### config.mk
export PLATFORM = sky130hd
export DESIGN_NAME = first_fit_block_allocator_unit
export DESIGN_NICKNAME = d
export VERILOG_FILES = /design/src/rtl/ffba_pkg.sv /design/src/rtl/ffba_ram.sv /design/src/rtl/first_fit_block_allocator_unit.sv
export SDC_FILE = /design/constraint.sdc
export NUM_CORES = 2
export LEC_CHECK = 0
export ABC_AREA = 1
export BUFFER_PORTS_ARGS = -buffer_cell sky130_fd_sc_hd__buf_2
export CORE_ASPECT_RATIO = 1.4
export CORE_MARGIN = 2
export CORE_UTILIZATION = 25
export DETAILED_ROUTE_END_ITERATION = 8
export SYNTH_ARGS = -nofsm -noshare
export SYNTH_HDL_FRONTEND = slang
export SYNTH_HIERARCHICAL = 1
export SYNTH_SLANG_ARGS = --single-unit
### constraint.sdc
create_clock -name i_clk -period 13.5 [get_ports i_clk]
set_clock_uncertainty 0.2 [all_clocks]
set_input_delay 2.025 -clock i_clk [delete_from_list [all_inputs] [get_ports i_clk]]
set_output_delay 2.025 -clock i_clk [all_outputs]
set_load 0.03 [all_outputs]
### src/rtl/ffba_pkg.sv
// Package for the first-fit block allocator: constants, codes and transfer types.
package ffba_pkg;

    localparam int C_POOL_BYTES  = 65536;
    localparam int C_HDR_BYTES   = 24;
    localparam int C_MIN_SPLIT   = 16;
    localparam int C_MAX_BLOCKS  = 64;
    localparam int C_SW          = $clog2(C_MAX_BLOCKS);
    localparam int C_LW          = C_SW + 1;
    localparam int C_AW          = 17;

    localparam logic [C_LW-1:0] C_NIL = C_LW'(C_MAX_BLOCKS);

    localparam logic [1:0] C_FUNC_ALLOC  = 2'd0;
    localparam logic [1:0] C_FUNC_FREE   = 2'd1;
    localparam logic [1:0] C_FUNC_RESIZE = 2'd2;

    localparam logic [1:0] C_ST_OK      = 2'd0;
    localparam logic [1:0] C_ST_NOFIT   = 2'd1;
    localparam logic [1:0] C_ST_BADPTR  = 2'd2;

    typedef struct packed {
        logic [1:0]      func;
        logic [C_AW-1:0] req_size;
        logic [C_AW-1:0] addr;
        logic            has_pointer;
    } t_req;

    typedef struct packed {
        logic [1:0]      status;
        logic [C_AW-1:0] result_addr;
        logic            moved;
    } t_rsp;

    typedef struct packed {
        logic [C_AW-1:0] offset;
        logic [C_AW-1:0] size;
        logic            is_free;
        logic [C_LW-1:0] link;
    } t_ent;

    typedef enum logic [3:0] {
        S_INIT, S_IDLE, S_A_RD, S_A_EV, S_A_POP, S_A_SPL, S_FB_W,
        S_F_RD, S_F_EV, S_R_NX, S_C_RD, S_C_EV, S_C_NX, S_FIN
    } t_state;

endpackage

### src/rtl/ffba_ram.sv
// Generic single-port-write, single-port-read RAM with registered read.
module ffba_ram #(
    parameter int WIDTH = 8,
    parameter int DEPTH = 64
) (
    input  logic                     i_clk,
    input  logic                     i_we,
    input  logic [$clog2(DEPTH)-1:0] i_waddr,
    input  logic [WIDTH-1:0]         i_wdata,
    input  logic [$clog2(DEPTH)-1:0] i_raddr,
    output logic [WIDTH-1:0]         o_rdata
);

    logic [WIDTH-1:0] r_mem [DEPTH];
    logic [WIDTH-1:0] r_rdata;

    always_ff @(posedge i_clk) begin
        if (i_we) begin
            r_mem[i_waddr] <= i_wdata;
        end
        r_rdata <= r_mem[i_raddr];
    end

    assign o_rdata = r_rdata;

endmodule

### src/rtl/first_fit_block_allocator_unit.sv
// Top level of the first-fit block allocator with split and coalesce.
// One request is handled at a time. The block list lives in a 64-entry table RAM
// and is walked one node at a time (RAM read, then evaluate), so the time a
// request takes grows with the list nodes visited: allocate and find walk up to 64
// nodes, and free or a moving resize adds a full coalesce walk from the head.
// A split adds the S_A_POP and S_A_SPL states. A pool size write rebuilds the list in S_INIT.
// The spare-slot stack is a second RAM; entries not pushed since the last rebuild are
// never read, as their slot number is derived from the stack count, so no clearing pass is needed.
module first_fit_block_allocator_unit (
    input  logic               i_clk,
    input  logic               i_rst_n,
    input  logic               i_in_valid,
    output logic               o_in_stall,
    input  ffba_pkg::t_req     i_in_data,
    output logic               o_out_valid,
    input  logic               i_out_stall,
    output ffba_pkg::t_rsp     o_out_data,
    input  logic               i_cfg_valid,
    output logic               o_cfg_ready,
    input  logic [ffba_pkg::C_AW-1:0] i_cfg_data
);

    localparam int SW = ffba_pkg::C_SW;
    localparam int LW = ffba_pkg::C_LW;
    localparam int AW = ffba_pkg::C_AW;
    localparam int EW = $bits(ffba_pkg::t_ent);
    localparam logic [AW-1:0] HDR   = AW'(ffba_pkg::C_HDR_BYTES);
    localparam logic [AW-1:0] SPLIT = AW'(ffba_pkg::C_HDR_BYTES + ffba_pkg::C_MIN_SPLIT);
    localparam logic [AW-1:0] POOL  = AW'(ffba_pkg::C_POOL_BYTES);
    localparam logic [LW-1:0] MAXB  = LW'(ffba_pkg::C_MAX_BLOCKS);
    localparam logic [SW-1:0] TOP   = SW'(ffba_pkg::C_MAX_BLOCKS - 1);

    ffba_pkg::t_state r_state, n_state;
    ffba_pkg::t_req   r_req, n_req;
    ffba_pkg::t_rsp   r_res, n_res;
    ffba_pkg::t_rsp   r_out, n_out;
    ffba_pkg::t_ent   r_cd, n_cd;
    ffba_pkg::t_ent   r_bd, n_bd;
    logic [LW-1:0]    r_cur, n_cur;
    logic [LW-1:0]    r_b, n_b;
    logic [LW-1:0]    r_head, n_head;
    logic [LW-1:0]    r_cnt, n_cnt;
    logic [LW-1:0]    r_lo, n_lo;
    logic [SW-1:0]    r_s, n_s;
    logic [AW-1:0]    r_pool, n_pool;
    logic             r_resz, n_resz;
    logic             r_ov, n_ov;

    logic             t_we;
    logic [SW-1:0]    t_wa, t_ra;
    ffba_pkg::t_ent   t_wd, t_rd;
    logic [EW-1:0]    t_rd_raw;
    logic             s_we;
    logic [SW-1:0]    s_wa, s_ra;
    logic [SW-1:0]    s_wd, s_rd;

    logic [AW:0]      sum_hdr;
    logic [AW:0]      sum_fit;
    logic [AW:0]      sum_mrg;
    logic [AW-1:0]    rem;
    logic [SW-1:0]    pop_slot;
    logic [AW-1:0]    cfg_pool;
    ffba_pkg::t_ent   ent_new;
    logic             do_push;
    logic [SW-1:0]    push_slot;

    ffba_ram #(.WIDTH(EW), .DEPTH(ffba_pkg::C_MAX_BLOCKS)) u_tbl (
        .i_clk   (i_clk),
        .i_we    (t_we),
        .i_waddr (t_wa),
        .i_wdata (t_wd),
        .i_raddr (t_ra),
        .o_rdata (t_rd_raw)
    );
    assign t_rd = ffba_pkg::t_ent'(t_rd_raw);

    ffba_ram #(.WIDTH(SW), .DEPTH(ffba_pkg::C_MAX_BLOCKS)) u_stk (
        .i_clk   (i_clk),
        .i_we    (s_we),
        .i_waddr (s_wa),
        .i_wdata (s_wd),
        .i_raddr (s_ra),
        .o_rdata (s_rd)
    );

    assign o_in_stall  = (r_state != ffba_pkg::S_IDLE) || i_cfg_valid;
    assign o_cfg_ready = (r_state == ffba_pkg::S_IDLE);
    assign o_out_valid = r_ov;
    assign o_out_data  = r_out;

    assign cfg_pool = (i_cfg_data > POOL) ? POOL : i_cfg_data;
    assign pop_slot = (r_cnt < r_lo) ? (TOP - r_cnt[SW-1:0]) : s_rd;

    always_comb begin
        n_state = r_state;
        n_req   = r_req;
        n_res   = r_res;
        n_out   = r_out;
        n_cd    = r_cd;
        n_bd    = r_bd;
        n_cur   = r_cur;
        n_b     = r_b;
        n_head  = r_head;
        n_cnt   = r_cnt;
        n_lo    = r_lo;
        n_s     = r_s;
        n_pool  = r_pool;
        n_resz  = r_resz;
        n_ov    = r_ov && i_out_stall;
        t_we    = 1'b0;
        t_wa    = r_cur[SW-1:0];
        t_wd    = r_cd;
        t_ra    = r_cur[SW-1:0];
        s_we    = 1'b0;
        s_wa    = r_cnt[SW-1:0];
        s_wd    = '0;
        s_ra    = SW'(r_cnt - LW'(1));
        do_push = 1'b0;
        push_slot = '0;
        sum_hdr = '0;
        sum_fit = '0;
        sum_mrg = '0;
        rem     = '0;
        ent_new = r_cd;

        case (r_state)
            ffba_pkg::S_INIT: begin
                n_lo = MAXB;
                if (r_pool >= HDR) begin
                    t_we = 1'b1;
                    t_wa = '0;
                    t_wd = '{offset: '0, size: r_pool - HDR, is_free: 1'b1,
                             link: ffba_pkg::C_NIL};
                    n_head = '0;
                    n_cnt  = MAXB - LW'(1);
                end else begin
                    n_head = ffba_pkg::C_NIL;
                    n_cnt  = MAXB;
                end
                n_state = ffba_pkg::S_IDLE;
            end
            ffba_pkg::S_IDLE: begin
                if (i_cfg_valid) begin
                    n_pool  = cfg_pool;
                    n_state = ffba_pkg::S_INIT;
                end else if (i_in_valid) begin
                    n_req  = i_in_data;
                    n_cur  = r_head;
                    n_resz = 1'b0;
                    n_res  = '{status: ffba_pkg::C_ST_NOFIT, result_addr: '0, moved: 1'b0};
                    case (i_in_data.func)
                        ffba_pkg::C_FUNC_ALLOC: n_state = ffba_pkg::S_A_RD;
                        ffba_pkg::C_FUNC_FREE: begin
                            if (i_in_data.has_pointer) begin
                                n_state = ffba_pkg::S_F_RD;
                            end else begin
                                n_res.status = ffba_pkg::C_ST_OK;
                                n_state = ffba_pkg::S_FIN;
                            end
                        end
                        ffba_pkg::C_FUNC_RESIZE: begin
                            n_state = i_in_data.has_pointer ? ffba_pkg::S_F_RD
                                                            : ffba_pkg::S_A_RD;
                        end
                        default: n_state = ffba_pkg::S_FIN;
                    endcase
                end
            end
            ffba_pkg::S_A_RD: begin
                if (r_cur == ffba_pkg::C_NIL) begin
                    n_res   = '{status: ffba_pkg::C_ST_NOFIT, result_addr: '0, moved: 1'b0};
                    n_state = ffba_pkg::S_FIN;
                end else begin
                    n_state = ffba_pkg::S_A_EV;
                end
            end
            ffba_pkg::S_A_EV: begin
                n_cd = t_rd;
                rem  = t_rd.size - r_req.req_size;
                if (t_rd.is_free && (t_rd.size >= r_req.req_size)) begin
                    sum_hdr = {1'b0, t_rd.offset} + {1'b0, HDR};
                    n_res   = '{status: ffba_pkg::C_ST_OK, result_addr: sum_hdr[AW-1:0],
                                moved: r_resz};
                    if ((rem >= SPLIT) && (r_cnt != '0)) begin
                        n_cnt   = r_cnt - LW'(1);
                        n_state = ffba_pkg::S_A_POP;
                    end else begin
                        t_we    = 1'b1;
                        t_wd    = t_rd;
                        t_wd.is_free = 1'b0;
                        n_state = r_resz ? ffba_pkg::S_FB_W : ffba_pkg::S_FIN;
                    end
                end else begin
                    n_cur   = t_rd.link;
                    n_state = ffba_pkg::S_A_RD;
                end
            end
            ffba_pkg::S_A_POP: begin
                sum_fit = {1'b0, r_cd.offset} + {1'b0, HDR} + {1'b0, r_req.req_size};
                rem     = r_cd.size - r_req.req_size;
                t_we    = 1'b1;
                t_wa    = pop_slot;
                t_wd    = '{offset: sum_fit[AW-1:0], size: rem - HDR, is_free: 1'b1,
                            link: r_cd.link};
                n_s     = pop_slot;
                n_state = ffba_pkg::S_A_SPL;
            end
            ffba_pkg::S_A_SPL: begin
                t_we    = 1'b1;
                t_wd    = '{offset: r_cd.offset, size: r_req.req_size, is_free: 1'b0,
                            link: {1'b0, r_s}};
                n_state = r_resz ? ffba_pkg::S_FB_W : ffba_pkg::S_FIN;
            end
            ffba_pkg::S_FB_W: begin
                t_we    = 1'b1;
                t_wa    = r_b[SW-1:0];
                t_wd    = r_bd;
                t_wd.is_free = 1'b1;
                n_cur   = r_head;
                n_state = ffba_pkg::S_C_RD;
            end
            ffba_pkg::S_F_RD: begin
                if (r_cur == ffba_pkg::C_NIL) begin
                    n_res   = '{status: ffba_pkg::C_ST_BADPTR, result_addr: '0, moved: 1'b0};
                    n_state = ffba_pkg::S_FIN;
                end else begin
                    n_state = ffba_pkg::S_F_EV;
                end
            end
            ffba_pkg::S_F_EV: begin
                sum_hdr = {1'b0, t_rd.offset} + {1'b0, HDR};
                if (!t_rd.is_free && (sum_hdr == {1'b0, r_req.addr})) begin
                    n_b  = r_cur;
                    n_bd = t_rd;
                    if (r_req.func == ffba_pkg::C_FUNC_FREE) begin
                        n_res   = '{status: ffba_pkg::C_ST_OK, result_addr: '0, moved: 1'b0};
                        n_state = ffba_pkg::S_FB_W;
                    end else if (t_rd.size >= r_req.req_size) begin
                        n_res   = '{status: ffba_pkg::C_ST_OK, result_addr: r_req.addr,
                                    moved: 1'b0};
                        n_state = ffba_pkg::S_FIN;
                    end else if (t_rd.link != ffba_pkg::C_NIL) begin
                        t_ra    = t_rd.link[SW-1:0];
                        n_state = ffba_pkg::S_R_NX;
                    end else begin
                        n_resz  = 1'b1;
                        n_cur   = r_head;
                        n_state = ffba_pkg::S_A_RD;
                    end
                end else begin
                    n_cur   = t_rd.link;
                    n_state = ffba_pkg::S_F_RD;
                end
            end
            ffba_pkg::S_R_NX: begin
                sum_fit = {1'b0, r_bd.size} + {1'b0, t_rd.size};
                if (t_rd.is_free && (sum_fit >= {1'b0, r_req.req_size})) begin
                    sum_mrg = sum_fit + {1'b0, HDR};
                    t_we    = 1'b1;
                    t_wa    = r_b[SW-1:0];
                    t_wd    = '{offset: r_bd.offset, size: sum_mrg[AW-1:0], is_free: 1'b0,
                                link: t_rd.link};
                    do_push   = 1'b1;
                    push_slot = r_bd.link[SW-1:0];
                    n_res   = '{status: ffba_pkg::C_ST_OK, result_addr: r_req.addr,
                                moved: 1'b0};
                    n_state = ffba_pkg::S_FIN;
                end else begin
                    n_resz  = 1'b1;
                    n_cur   = r_head;
                    n_state = ffba_pkg::S_A_RD;
                end
            end
            ffba_pkg::S_C_RD: begin
                n_state = (r_cur == ffba_pkg::C_NIL) ? ffba_pkg::S_FIN : ffba_pkg::S_C_EV;
            end
            ffba_pkg::S_C_EV: begin
                n_cd = t_rd;
                if (t_rd.is_free && (t_rd.link != ffba_pkg::C_NIL)) begin
                    t_ra    = t_rd.link[SW-1:0];
                    n_state = ffba_pkg::S_C_NX;
                end else begin
                    n_cur   = t_rd.link;
                    n_state = ffba_pkg::S_C_RD;
                end
            end
            ffba_pkg::S_C_NX: begin
                if (t_rd.is_free) begin
                    sum_mrg = {1'b0, r_cd.size} + {1'b0, t_rd.size} + {1'b0, HDR};
                    ent_new = '{offset: r_cd.offset, size: sum_mrg[AW-1:0], is_free: 1'b1,
                                link: t_rd.link};
                    t_we    = 1'b1;
                    t_wd    = ent_new;
                    n_cd    = ent_new;
                    do_push   = 1'b1;
                    push_slot = r_cd.link[SW-1:0];
                    if (t_rd.link != ffba_pkg::C_NIL) begin
                        t_ra    = t_rd.link[SW-1:0];
                        n_state = ffba_pkg::S_C_NX;
                    end else begin
                        n_state = ffba_pkg::S_FIN;
                    end
                end else begin
                    n_cur   = t_rd.link;
                    n_state = ffba_pkg::S_C_RD;
                end
            end
            ffba_pkg::S_FIN: begin
                if (!r_ov || !i_out_stall) begin
                    n_out   = r_res;
                    n_ov    = 1'b1;
                    n_state = ffba_pkg::S_IDLE;
                end
            end
            default: n_state = ffba_pkg::S_IDLE;
        endcase

        if (do_push && (r_cnt < MAXB)) begin
            s_we  = 1'b1;
            s_wa  = r_cnt[SW-1:0];
            s_wd  = push_slot;
            n_cnt = r_cnt + LW'(1);
            if (r_cnt < r_lo) begin
                n_lo = r_cnt;
            end
        end
    end

    always_ff @(posedge i_clk) begin
        if (!i_rst_n) begin
            r_state <= ffba_pkg::S_INIT;
            r_pool  <= POOL;
            r_ov    <= 1'b0;
            r_head  <= ffba_pkg::C_NIL;
            r_cnt   <= '0;
            r_lo    <= MAXB;
            r_resz  <= 1'b0;
        end else begin
            r_state <= n_state;
            r_pool  <= n_pool;
            r_ov    <= n_ov;
            r_head  <= n_head;
            r_cnt   <= n_cnt;
            r_lo    <= n_lo;
            r_resz  <= n_resz;
        end
        r_req <= n_req;
        r_res <= n_res;
        r_out <= n_out;
        r_cd  <= n_cd;
        r_bd  <= n_bd;
        r_cur <= n_cur;
        r_b   <= n_b;
        r_s   <= n_s;
    end

endmodule

==> summary.md <==
| Metric | Value |
|---|---|
| Status | completed |
| CP endpoint kind | register |
| Area share of the largest cell type after synthesis | 0.6841 |
| Post-route clock period utilization | 0.6062 |
| Hold Vio Cnt, Final | 0 |
| Die Area | between 0.5 and 0.6 sq mm |
| First-pass GRT wire length | approximately 630 mm |
| Final Max Slew Viols | 0 |
| Post-CTS Resized | 0 |
| Clock transition at path regs | ~0.070 ns |
| Core Region | between 0.5 and 0.6 sq mm |
| Fin cells | just over 20000 |
| Via density | 4.777 |
| Multiplexer share of the synthesized area | 0 |
| Synth Area in XOR/XNOR | 0.003499 |
| GR Util All Layers | 0.1450 |
| Post-synthesis register bit count | ~3300 |
| Leak Pwr | about 56 nW |
| WL/cell | between 20 and 25 um |
| Largest family of logic cells by synthesized area | simple AND/OR/NAND/NOR gates |
| Max Cap Viol | 0 |
| PwrDens | 271.8 mW/mm^2 |
| Via count | between 90000 and 100k |
| Max Freq | roughly 120 MHz |
| Largest net degree at the start of global routing | between 150 and 200 |
| Synth-to-Final Area Change | 12.69% |
| CTS root buffer | clkbuf_16 |
| Pwr Total | about 0.044 W |
| WP data arrival | around 8.5 ns |
| Clk_lat worst skew | 0.90 ns |
| # port buffers | 81 |
| Crit Path Class | register to register |
| Initial antenna violation count | 23 |
| Syn_area_per_cell | roughly 11 sq um |
| Netlist Area Pre-Place | ~0.14 sq mm |
| Worst VDD drop | 0.3032 mV |
| Worst-margin pin slew | about 1.2 ns |
| Min-Delay Path Class | register to register |
| DRC | 0 |
| # setup viols final | 0 |
| Post-CTS Hold Fix Bufs | 0 |
| Seq/Total Area, Yosys | 0.6961 |
| Post-synthesis adder-cell area fraction | 0.01424 |
| Drt total wl | approximately 440 mm |
| Starting Density | 0.2506 |
| Clock tree buffer depth | 4 |
| Setup TNS | 0 ns |
| CTS tree | yes |
| RSZ-0062 raised after global routing | no |
| Iter 0 DRT Violations | between 10000 and 15000 |
| Simple-gate share of the synthesized area | 0.2248 |
| Number of top-level pins | approximately 80 |
| Compound-Gate Fraction of Synth Area | 0.02001 |
| Nets | between 10000 and 15000 |
| Layout cell share with drive strength beyond 1 | 0.07024 |
| Die Ht | 897.8 um |
| Tmin final | between 8 and 9 ns |
| Slew headroom | 0.1948 |
| 1st-pass router iterations | 9 |
| Final Core Density | 0.2824 |
| Clock tree sinks | between 3000 and 4000 |
| Synthesized Nets | ~13000 |
| CTS Buf Count | 300 |
| FP Rows | about 330 |
| H-tree Lvls | 5 |
| Worst Path Max Fanout | 26 |
| Hpwl dp | between 200 and 300 mm |
| Yosys cell types | 63 |
| Gp weighted congestion | roughly 0.94 |
| Synth warn | 6 |
| Remaining Overflow, GRT | 0 |
| Crit path launch type | register |
| Placed cells | roughly 20000 |
| Vias in the first global route | between 90000 and 100k |
| Setup Buffers After CTS | 0 |
| Ranking of synthesized cells by area | edfxtp_1, nand2_1, nand3_1, ha_1, buf_2 |
| Cells after synthesis | 12610 |
| Routed Antenna Nets | 0 |
| Die width | between 600 and 700 um |
| Cell taking the most area after synthesis | edfxtp_1 |
| WP data required | 13.82 ns |
## critical path, cell delays in order, from the launching register on
cell      delay (ns)
edfxtp_1        0.40
ha_1            0.26
fa_1            0.42
nand3_1         0.11
nand2_1         0.14
nand3_1         0.11
nand3_1         0.11
xnor2_1         0.47
inv_1           0.14
ha_1            0.30
nand2_1         0.06
nor2_1          0.19
nand2_1         0.09
nand2_1         0.08
nand2_1         0.06
nand2_1         0.07
nand2_1         0.07
nand2_1         0.13
nand3_1         0.12
nand2_2         0.49
a21oi_1         0.15
a22oi_1         0.93
nand4_1         1.03
nor2_4          1.03
buf_4           0.56
## per-stage QoR
stage	area (sq um)	hold slack [ns]	setup WS (ns)
floorplan	142700	0.2003	4.989
global placement	151100	0.2051	5.491
detailed placement	151100	0.2045	5.488
CTS	160700	0.2223	5.467
global route	160800	0.2354	4.950
finish	160800	0.2213	5.316
## worst paths after layout
path | start | end | slack (ns) | depth (start not counted)
setup / recovery | r_bd[8] | u_tbl/r_mem[29][32] | 5.32 | 24
hold reg to reg | r_res[19] | o_out_data[19] | 0.22 | 0
hold / removal | r_res[19] | o_out_data[19] | 0.22 | 0
setup reg to reg | r_bd[8] | u_tbl/r_mem[29][32] | 5.32 | 24
## final cells by class
cell class / instances / area (sq um)
Antenna cell: 7 / 17.52
Clock buffer: 386 / 8080
Clock inverter: 152 / 1541
Fill cell: 58100 / 408400
Inverter: 412 / 1613
Multi-Input combinational cell: 8145 / 38410
Sequential cell: 3336 / 99320
Tap cell: 7590 / 9497
Timing Repair Buffer: 296 / 2295
## registers in the layout (all words and copies together), names as in the netlist
register,flops
r_cnt,7
o_out_data,20
r_lo,7
r_pool,17
o_out_valid,1
u_tbl/r_mem,2688
r_state,4
u_tbl/o_rdata,42
r_res,20
r_cur,7
r_s,6
u_stk/o_rdata,6
r_b,6
r_req,36
r_head,1
r_cd,42
u_stk/r_mem,384
r_resz,1
r_bd,41
## cells in the mapped netlist (all sizes together)
cell,number
a221o,2
nand3,2963
and3,1
a221oi,9
a21o,8
nand2,4023
nor3,46
o21a,4
buf,579
inv,406
nor4,19
o211ai,22
ha,156
nand3b,11
xor2,45
a2111oi,2
o221ai,8
a21oi,168
a22oi,9
o2111ai,16
o32ai,1
o21ai,168
a311oi,1
o211a,2
clkbuf,140
nand4,50
and2,4
o22ai,26
a41oi,1
or2,10
clkinv,6
a31oi,4
o31ai,2
nor2,317
a32oi,1
dfxtp,86
o21bai,8
a211oi,22
edfxtp,3250
xnor2,12
fa,4
## power breakdown
part / switching [W] / internal [W]
Combinational: 0.0150 / 0.00417
Clock: 0.00386 / 0.00476
Sequential: 0.000425 / 0.0155
## logic make-up after synthesis
family | count (synthesis)
xor+xnor | 57
flops | 3336
fa+ha+maj | 160
buf+inv | 1131
simple gates | 7444
compound gates | 484
## routing by layer
layer / vias up / track usage / part of all wire
li1: 44130 / - / -
met1: 48000 / 0.1717 / 0.37
met2: 4045 / 0.2589 / 0.51
met3: 902 / 0.01843 / 0.069
met4: 8 / 0.06971 / 0.051
met5: - / 0 / 0.00012
## placed cells by master (no fill, tap or decap), types with 12 or more instances in the layout
| cell type | instances |
|---|---|
| a211oi_1 | 22 |
| a21oi_1 | 158 |
| buf_12 | 22 |
| buf_2 | 81 |
| buf_4 | 193 |
| bufinv_16 | 26 |
| clkbuf_1 | 70 |
| clkbuf_16 | 308 |
| clkinv_1 | 54 |
| clkinv_2 | 44 |
| clkinvlp_4 | 12 |
| dfxtp_1 | 86 |
| edfxtp_1 | 3250 |
| ha_1 | 156 |
| inv_1 | 384 |
| inv_2 | 16 |
| nand2_1 | 3999 |
| nand2_2 | 22 |
| nand3_1 | 2950 |
| nand4_1 | 50 |
| nor2_1 | 247 |
| nor2_4 | 60 |
| nor3_1 | 42 |
| o211ai_1 | 22 |
| o21ai_0 | 150 |
| o22ai_1 | 26 |
| xnor2_1 | 12 |
| xor2_1 | 43 |
(Power assumes the default switching activity.)
